<file path="config.mk">
export PLATFORM = sky130hd
export DESIGN_NAME = trbr_divmod
export DESIGN_NICKNAME = d
export VERILOG_FILES = /design/src/rtl/trbr_pkg.sv /design/src/rtl/trbr_divmod.sv
export SDC_FILE = /design/constraint.sdc
export NUM_CORES = 1
export LEC_CHECK = 0
export CAP_MARGIN = 10
export CORE_MARGIN = 4
export CORE_UTILIZATION = 49
export DETAILED_ROUTE_END_ITERATION = 8
export DONT_BUFFER_PORTS = 1
export PLACE_DENSITY = 0.74
export SLEW_MARGIN = 25
export SYNTH_ARGS = -nofsm -noshare
export SYNTH_HDL_FRONTEND = slang
export SYNTH_SLANG_ARGS = --single-unit
</file>
<file path="constraint.sdc">
create_clock -name clk -period 6.2 [get_ports clk]
set_input_delay 1.24 -clock clk [delete_from_list [all_inputs] [get_ports clk]]
set_output_delay 1.24 -clock clk [all_outputs]
set_load 0.01 [all_outputs]
</file>
<file path="src/rtl/trbr_pkg.sv">
`default_nettype none
// ----------------------------------------------------------------------------
// trbr_pkg: shared types and constants for the trace ring reader
// Operation, status and register codes, beat structs and sequencer states.
// ----------------------------------------------------------------------------
package trbr_pkg;

  localparam int STORE_BYTES_DEF    = 4096;
  localparam int MAX_READ_BYTES_DEF = 64;

  localparam int OP_W     = 3;
  localparam int STATUS_W = 2;
  localparam int FILL_W   = 13;
  localparam int RSIZE_W  = 13;
  localparam int PTR_W    = 32;
  localparam int CFG_IDX_W = 2;
  localparam int MIN_RING = 16;

  localparam logic [OP_W-1:0] OP_WRITE = 3'd0;
  localparam logic [OP_W-1:0] OP_READ  = 3'd1;
  localparam logic [OP_W-1:0] OP_FREE  = 3'd2;
  localparam logic [OP_W-1:0] OP_SEEK  = 3'd3;
  localparam logic [OP_W-1:0] OP_QUERY = 3'd4;

  localparam logic [STATUS_W-1:0] ST_OK       = 2'd0;
  localparam logic [STATUS_W-1:0] ST_SHORT    = 2'd1;
  localparam logic [STATUS_W-1:0] ST_TOO_LONG = 2'd2;
  localparam logic [STATUS_W-1:0] ST_NO_MAGIC = 2'd3;

  localparam logic [CFG_IDX_W-1:0] REG_RING_SIZE   = 2'd0;
  localparam logic [CFG_IDX_W-1:0] REG_SEEK_KEY_LO = 2'd1;
  localparam logic [CFG_IDX_W-1:0] REG_SEEK_KEY_HI = 2'd2;

  typedef struct packed {
    logic [OP_W-1:0]  op;
    logic [7:0]       data_in;
    logic [PTR_W-1:0] length;
    logic [PTR_W-1:0] snapshot_read_ptr;
  } in_item_t;

  typedef struct packed {
    logic [7:0]          data_out;
    logic                last;
    logic [STATUS_W-1:0] status;
    logic [FILL_W-1:0]   fill_level;
  } out_item_t;

  typedef enum logic [3:0] {
    S_IDLE, S_DEC, S_MOD, S_WR, S_RA, S_RE, S_SA, S_SD, S_SC, S_EMIT
  } state_t;

endpackage : trbr_pkg
`default_nettype wire

</file>
<file path="src/rtl/trbr_divmod.sv">
`default_nettype none
// ----------------------------------------------------------------------------
// trbr_divmod: serial remainder unit
// Restoring division, one dividend bit per cycle; returns value mod divisor.
// ----------------------------------------------------------------------------
module trbr_divmod #(
  parameter int SW = 13
) (
  input  wire logic                   clk,
  input  wire logic                   rst,
  input  wire logic                   start,
  input  wire logic [trbr_pkg::PTR_W-1:0] dividend,
  input  wire logic [SW-1:0]          divisor,
  output logic                        done,
  output logic [SW-1:0]               rem
);

  localparam int CW = $clog2(trbr_pkg::PTR_W + 1);

  logic [trbr_pkg::PTR_W-1:0] quo;
  logic [CW-1:0]              cnt;
  logic                       busy;
  logic [SW:0]                trial;

  assign trial = {rem, quo[trbr_pkg::PTR_W-1]};

  always_ff @(posedge clk) begin
    if (rst) begin
      busy <= 1'b0;
      done <= 1'b0;
      cnt  <= '0;
    end else begin
      done <= 1'b0;
      if (start) begin
        busy <= 1'b1;
        cnt  <= '0;
        quo  <= dividend;
        rem  <= '0;
      end else if (busy) begin
        quo <= quo << 1;
        if (trial >= {1'b0, divisor}) begin
          rem <= SW'(trial - {1'b0, divisor});
        end else begin
          rem <= trial[SW-1:0];
        end
        cnt <= cnt + 1'b1;
        if (cnt == CW'(trbr_pkg::PTR_W - 1)) begin
          busy <= 1'b0;
          done <= 1'b1;
        end
      end
    end
  end

endmodule : trbr_divmod
`default_nettype wire

</file>
# Yosys cells after proc, flatten, opt, wreduce, memory -nomap -nowiden

Cells that the tools add are included.

Word-level logic and storage cells: 23
Register bits: 53
Input bits: 48
Output and inout bits: 14

Add/sub/neg operators: 2
Magnitude comparators: 1
Reductions and logical operators: 4
Bitwise logic cells: 2
Equality and inequality tests: 1
Muxes and demuxes: 8

Operators by type and width:

| operator            | number |
|---|---|
| $mux 32             | 2 |
| $mux 13             | 2 |
| $ge 14x13->1        | 1 |
| $sub 13x13->13      | 1 |
| $add 6x1->6 const B | 1 |
| $eq 6x5->1 const B  | 1 |
| $mux 1              | 4 |
| $reduce_or 3->1     | 1 |
| $not 1->1           | 2 |
| $reduce_and 2->1    | 1 |
| $reduce_bool 2->1   | 1 |
| $reduce_or 2->1     | 1 |

# Logic depth before layout (Yosys ltp)

Depth in word-level cells: 4
Mapped depth: 10
Depth with buffers taken out: 9

# Worst setup path before layout

Ideal clock, no wire load.

Path kind: input-to-reg
Start: in start
End: reg quo[0] in the netlist's numbering (enable)
Slack: 2.189 ns
Path buffers: 1
Data required time: 5.751 ns
Stages: 3
Arrival time: 3.562 ns
Path through: buf_1 nor2_1 nor2_1

Word-level cells in the longest chain between the ends: 2

RTL lines:

| what                        | RTL line          | RTL |
|---|---|---|
| start: declaration          | trbr_divmod.sv:11 | `input wire logic start,` |
| $reduce_bool 2->1 (no line) | --                |  |
| $reduce_and 2->1 (no line)  | --                |  |
| end signal: assignment      | trbr_divmod.sv:37 | `quo <= dividend;` |
| end signal: assignment      | trbr_divmod.sv:40 | `quo <= quo << 1;` |
| end: declaration            | trbr_divmod.sv:20 | `logic [trbr_pkg::PTR_W-1:0] quo;` |

Every way passes these cells.
A chain may end at the register's enable or synchronous reset.

# Final worst setup path

Start: in divisor[0]
End: reg rem[8] (data pin)

Word-level cells in the longest chain between the ends: 3

RTL lines:

| what                                                  | RTL line                             | RTL |
|---|---|---|
| start: declaration                                    | trbr_divmod.sv:13                    | `input wire logic [SW-1:0] divisor,` |
| $sub 13x13->13 / $ge 14x13->1 (equally long branches) | trbr_divmod.sv:42, trbr_divmod.sv:41 |  |
| $mux 13 *                                             | trbr_divmod.sv:41                    | `if (trial >= {1'b0, divisor}) begin` |
| $mux 13 *                                             | trbr_divmod.sv:39                    | `end else if (busy) begin` |
| end signal: assignment                                | trbr_divmod.sv:42                    | `rem <= SW'(trial - {1'b0, divisor});` |
| end signal: assignment                                | trbr_divmod.sv:44                    | `rem <= trial[SW-1:0];` |
| end: declaration                                      | trbr_divmod.sv:15                    | `output logic [SW-1:0] rem` |

Every way passes the cells marked *; elsewhere a longest branch is shown, timed or not. The select of a mux whose other input is x is not followed.

==> results.tsv <==
metric	value	unit
setup_tns	0	ns
Die ar.	7520	um^2
hpwl dp	4050	um
Final Setup Violations	0	
R2R Path Start	quo[31]	
Hold WC Path Type	flip-flop to flip-flop	
hold_sp	cnt[5]	
H-tree Lvls	2	
flop2flop setup slack	3.31	ns
CTS Buffer Depth	2	
syn nets	311	
Critical Path RT	6.26	ns
Slew HR	0.552	
largest net degree at the start of global routing	50	
Die H	86.7	um
outcome	finished, final reports clean	
Worst Setup Start Kind	primary input	
diode count	0	
max incr delay on CP	0.55	ns
EDFF count, synth	45	
Fin. Hold Viols	0	
crit path cell chain	ha_1, fa_1, nand2b_1, a2111oi_4, o31ai_4, a31oi_4, mux2i_1, nor2_1	
ANT nets after route	0	
Rows	28	
drt drc	0	
Max-Cap Viols	0	
synthesized area per cell	12.2	um^2
register area share after synthesis	0.498	
input/output buffers	0	
Register Area	1510	um^2
Crit Path Max Fanout	20	
drt initial violations	93	
initial antenna violation count	0	
Worst setup EP type	flip-flop	
initial core utilization	0.510	
DR pass1 iterations	4	
cell area after layout	3180	um^2
multi-input logic area	1410	um^2
clk_lat worst skew	0.30	ns
largest family of logic cells by synthesized area	multiplexers	
TritonCTS clock tree	yes	
global route total overflow	0	
R2R Path End	rem[8]	
power per cell area	257	nW/um^2
RSZ-0062 raised after global routing	no	
TritonCTS buffer count	5	
Worst-path clk slew	0.10	ns
Max rail drop VDD	0.000140	V
Worst R2R Path Depth	9	
Layout Nets	310	
Util after Layout	0.534	
multiplexer share of the synthesized area	0.145	
leakage	1.15	nW
Crit-path slowest cell	a31oi_4	
vias after detailed routing	1838	
Setup CP Type	primary input to flip-flop	
CTS resizes	0	
Peak Freq	0.294	GHz
CP top delay family	compound AO/OA/AOI/OAI gates	
Total Routing Usage GR	0.155	
Filler cells	536	
cells after synthesis	248	
vias in the first global route	1904	
clock root buffer	clkbuf_8	
Synth Flop Type	edfxtp_1	
Synth Area in Compound Gates	0.103	
worst clock skew	0.00623	ns
Via density	5.69	
Power, Total	0.816	mW
first-pass GRT wire length	9150	um
Unique masters post-synth	57	
Chip Width	86.7	um
Area Overhead vs Synth	4.70	%
Ys Warns	0	
postcts setup bufs	0	
Post-Syn Area	3040	um^2
crit share post-route	0.549	
Buf/Inv on CP	0	
GP Congestion	0.816	
hold depth	1	
Final Max Slew Viols	0	
synthesized flop and latch total	53	
DR WL/cell	16.9	um
worst endpoint data arrival time	3.47	ns
Post-Synth Adder-Cell Area	0.0643	
min Tclk post-route	3.40	ns
WHS Endpoint	done	
I/O Pins	62	
Core Area	5960	um^2
Post-Synth XOR/XNOR Area	0.0289	
clk sinks	53	
CTS Hold Bufs	0	
asr flop ratio synth	0	
post-synthesis simple-gate area fraction	0.119	
placed inst area	3080	um^2
share of layout cells above drive strength 1	0.222	
Hold WS	0.485	ns
Detailed Route WL	5470	um
worst slew pin tran	0.672	ns
[how the worst max path moves through the flow]
| stage | end | startpoint | cells after the start | slack, ns |
|---|---|---|---|---|
| 2_1_floorplan | quo[0] | start | 3 | 2.19 |
| 3_3_place_gp | rem[9] | divisor[0] | 8 | 2.48 |
| 3_5_place_dp | rem[9] | divisor[0] | 8 | 2.46 |
| 4_1_cts | rem[9] | divisor[0] | 8 | 2.78 |
| 5_1_grt | rem[4] | divisor[0] | 8 | 2.66 |
| 6_report | rem[8] | divisor[0] | 8 | 2.80 |
[through the flow]
step,instances,setup WS (ns)
after global routing,323,2.66
after detailed placement,315,2.46
after CTS,323,2.78
after global placement,315,2.48
final,323,2.80
after floorplan,248,2.19
[per-layer routing]
layer  wire [um]  vias to the layer above  global-route usage
met3         333                        6              0.0570
li1            -                      916                   -
met1        2370                      872               0.197
met2        2700                       44               0.250
met5           0                        -                   0
met4          58                        0              0.0382
[synthesized netlist by cell type, drive strengths merged (2+ instances only)]
| cell type | count | area, um^2 |
|---|---|---|
| o31ai | 2 | 28.8 |
| nor4 | 3 | 18.8 |
| nor3 | 7 | 35.0 |
| mux2 | 32 | 360 |
| dfxtp | 8 | 160 |
| a31oi | 2 | 33.8 |
| nand3 | 3 | 15.0 |
| a221o | 2 | 20.0 |
| nand2 | 7 | 26.3 |
| xor2 | 4 | 35.0 |
| and3 | 2 | 13.8 |
| xnor2 | 6 | 52.6 |
| nand3b | 2 | 15.0 |
| clkbuf | 3 | 11.3 |
| and2 | 3 | 20.0 |
| edfxtp | 45 | 1350 |
| mux2i | 8 | 80.1 |
| ha | 14 | 175 |
| nor2 | 23 | 86.3 |
| a211oi | 3 | 32.5 |
| nand2b | 4 | 25.0 |
| o21ai | 5 | 28.8 |
| nand4 | 5 | 46.3 |
| buf | 5 | 41.3 |
| inv | 17 | 63.8 |
| o21a | 2 | 15.0 |
| a21oi | 12 | 63.8 |
[cell families after synthesis]
kind of cell | Yosys count
DFF | 53
and+or+nand+nor | 67
xor gates and xnor gates | 10
AOI/OAI and AO/OA | 37
buffers and inverters | 26
adders and majority gates | 15
muxes | 40
[flip-flops by register name (all words and copies together), names as in the netlist]
name and flops:
quo 32, busy 1, done 1, cnt 6, rem 13
[cells in the final DEF (no fill, tap or decap), types with 2 or more instances in the layout]
master,synthesis,final
a221o_1,2,2
nor3_1,7,7
ha_1,14,14
xor2_1,4,4
nand2b_1,4,4
and2_1,2,2
nand3b_1,2,2
nor2_1,23,22
o21a_1,2,2
edfxtp_1,45,45
xnor2_1,6,6
nand2_1,7,7
mux2_2,31,31
nand3_1,3,3
nand4_1,4,4
nor4_1,3,3
clkinvlp_4,0,2
inv_1,17,17
a211oi_2,2,2
o21ai_0,3,3
clkbuf_8,0,5
dfxtp_1,8,8
a21oi_1,11,11
mux2i_1,8,8
[final cells by class]
class / instances / share of cell area
Multi-Input combinational cell: 169 / 0.443
Inverter: 17 / 0.0201
Clock buffer: 5 / 0.0217
Timing Repair Buffer: 1 / 0.00236
Sequential cell: 53 / 0.476
Tap cell: 75 / 0.0295
Clock inverter: 3 / 0.00827
[power by group]
group          total, mW  internal, mW  switching, mW  leakage, nW
Sequential         0.437         0.419         0.0183        0.497
Combinational      0.174        0.0812         0.0928        0.613
Clock              0.205        0.0824          0.123       0.0423
Total              0.816         0.583          0.234         1.15
Power figures use the tool's default switching activity.
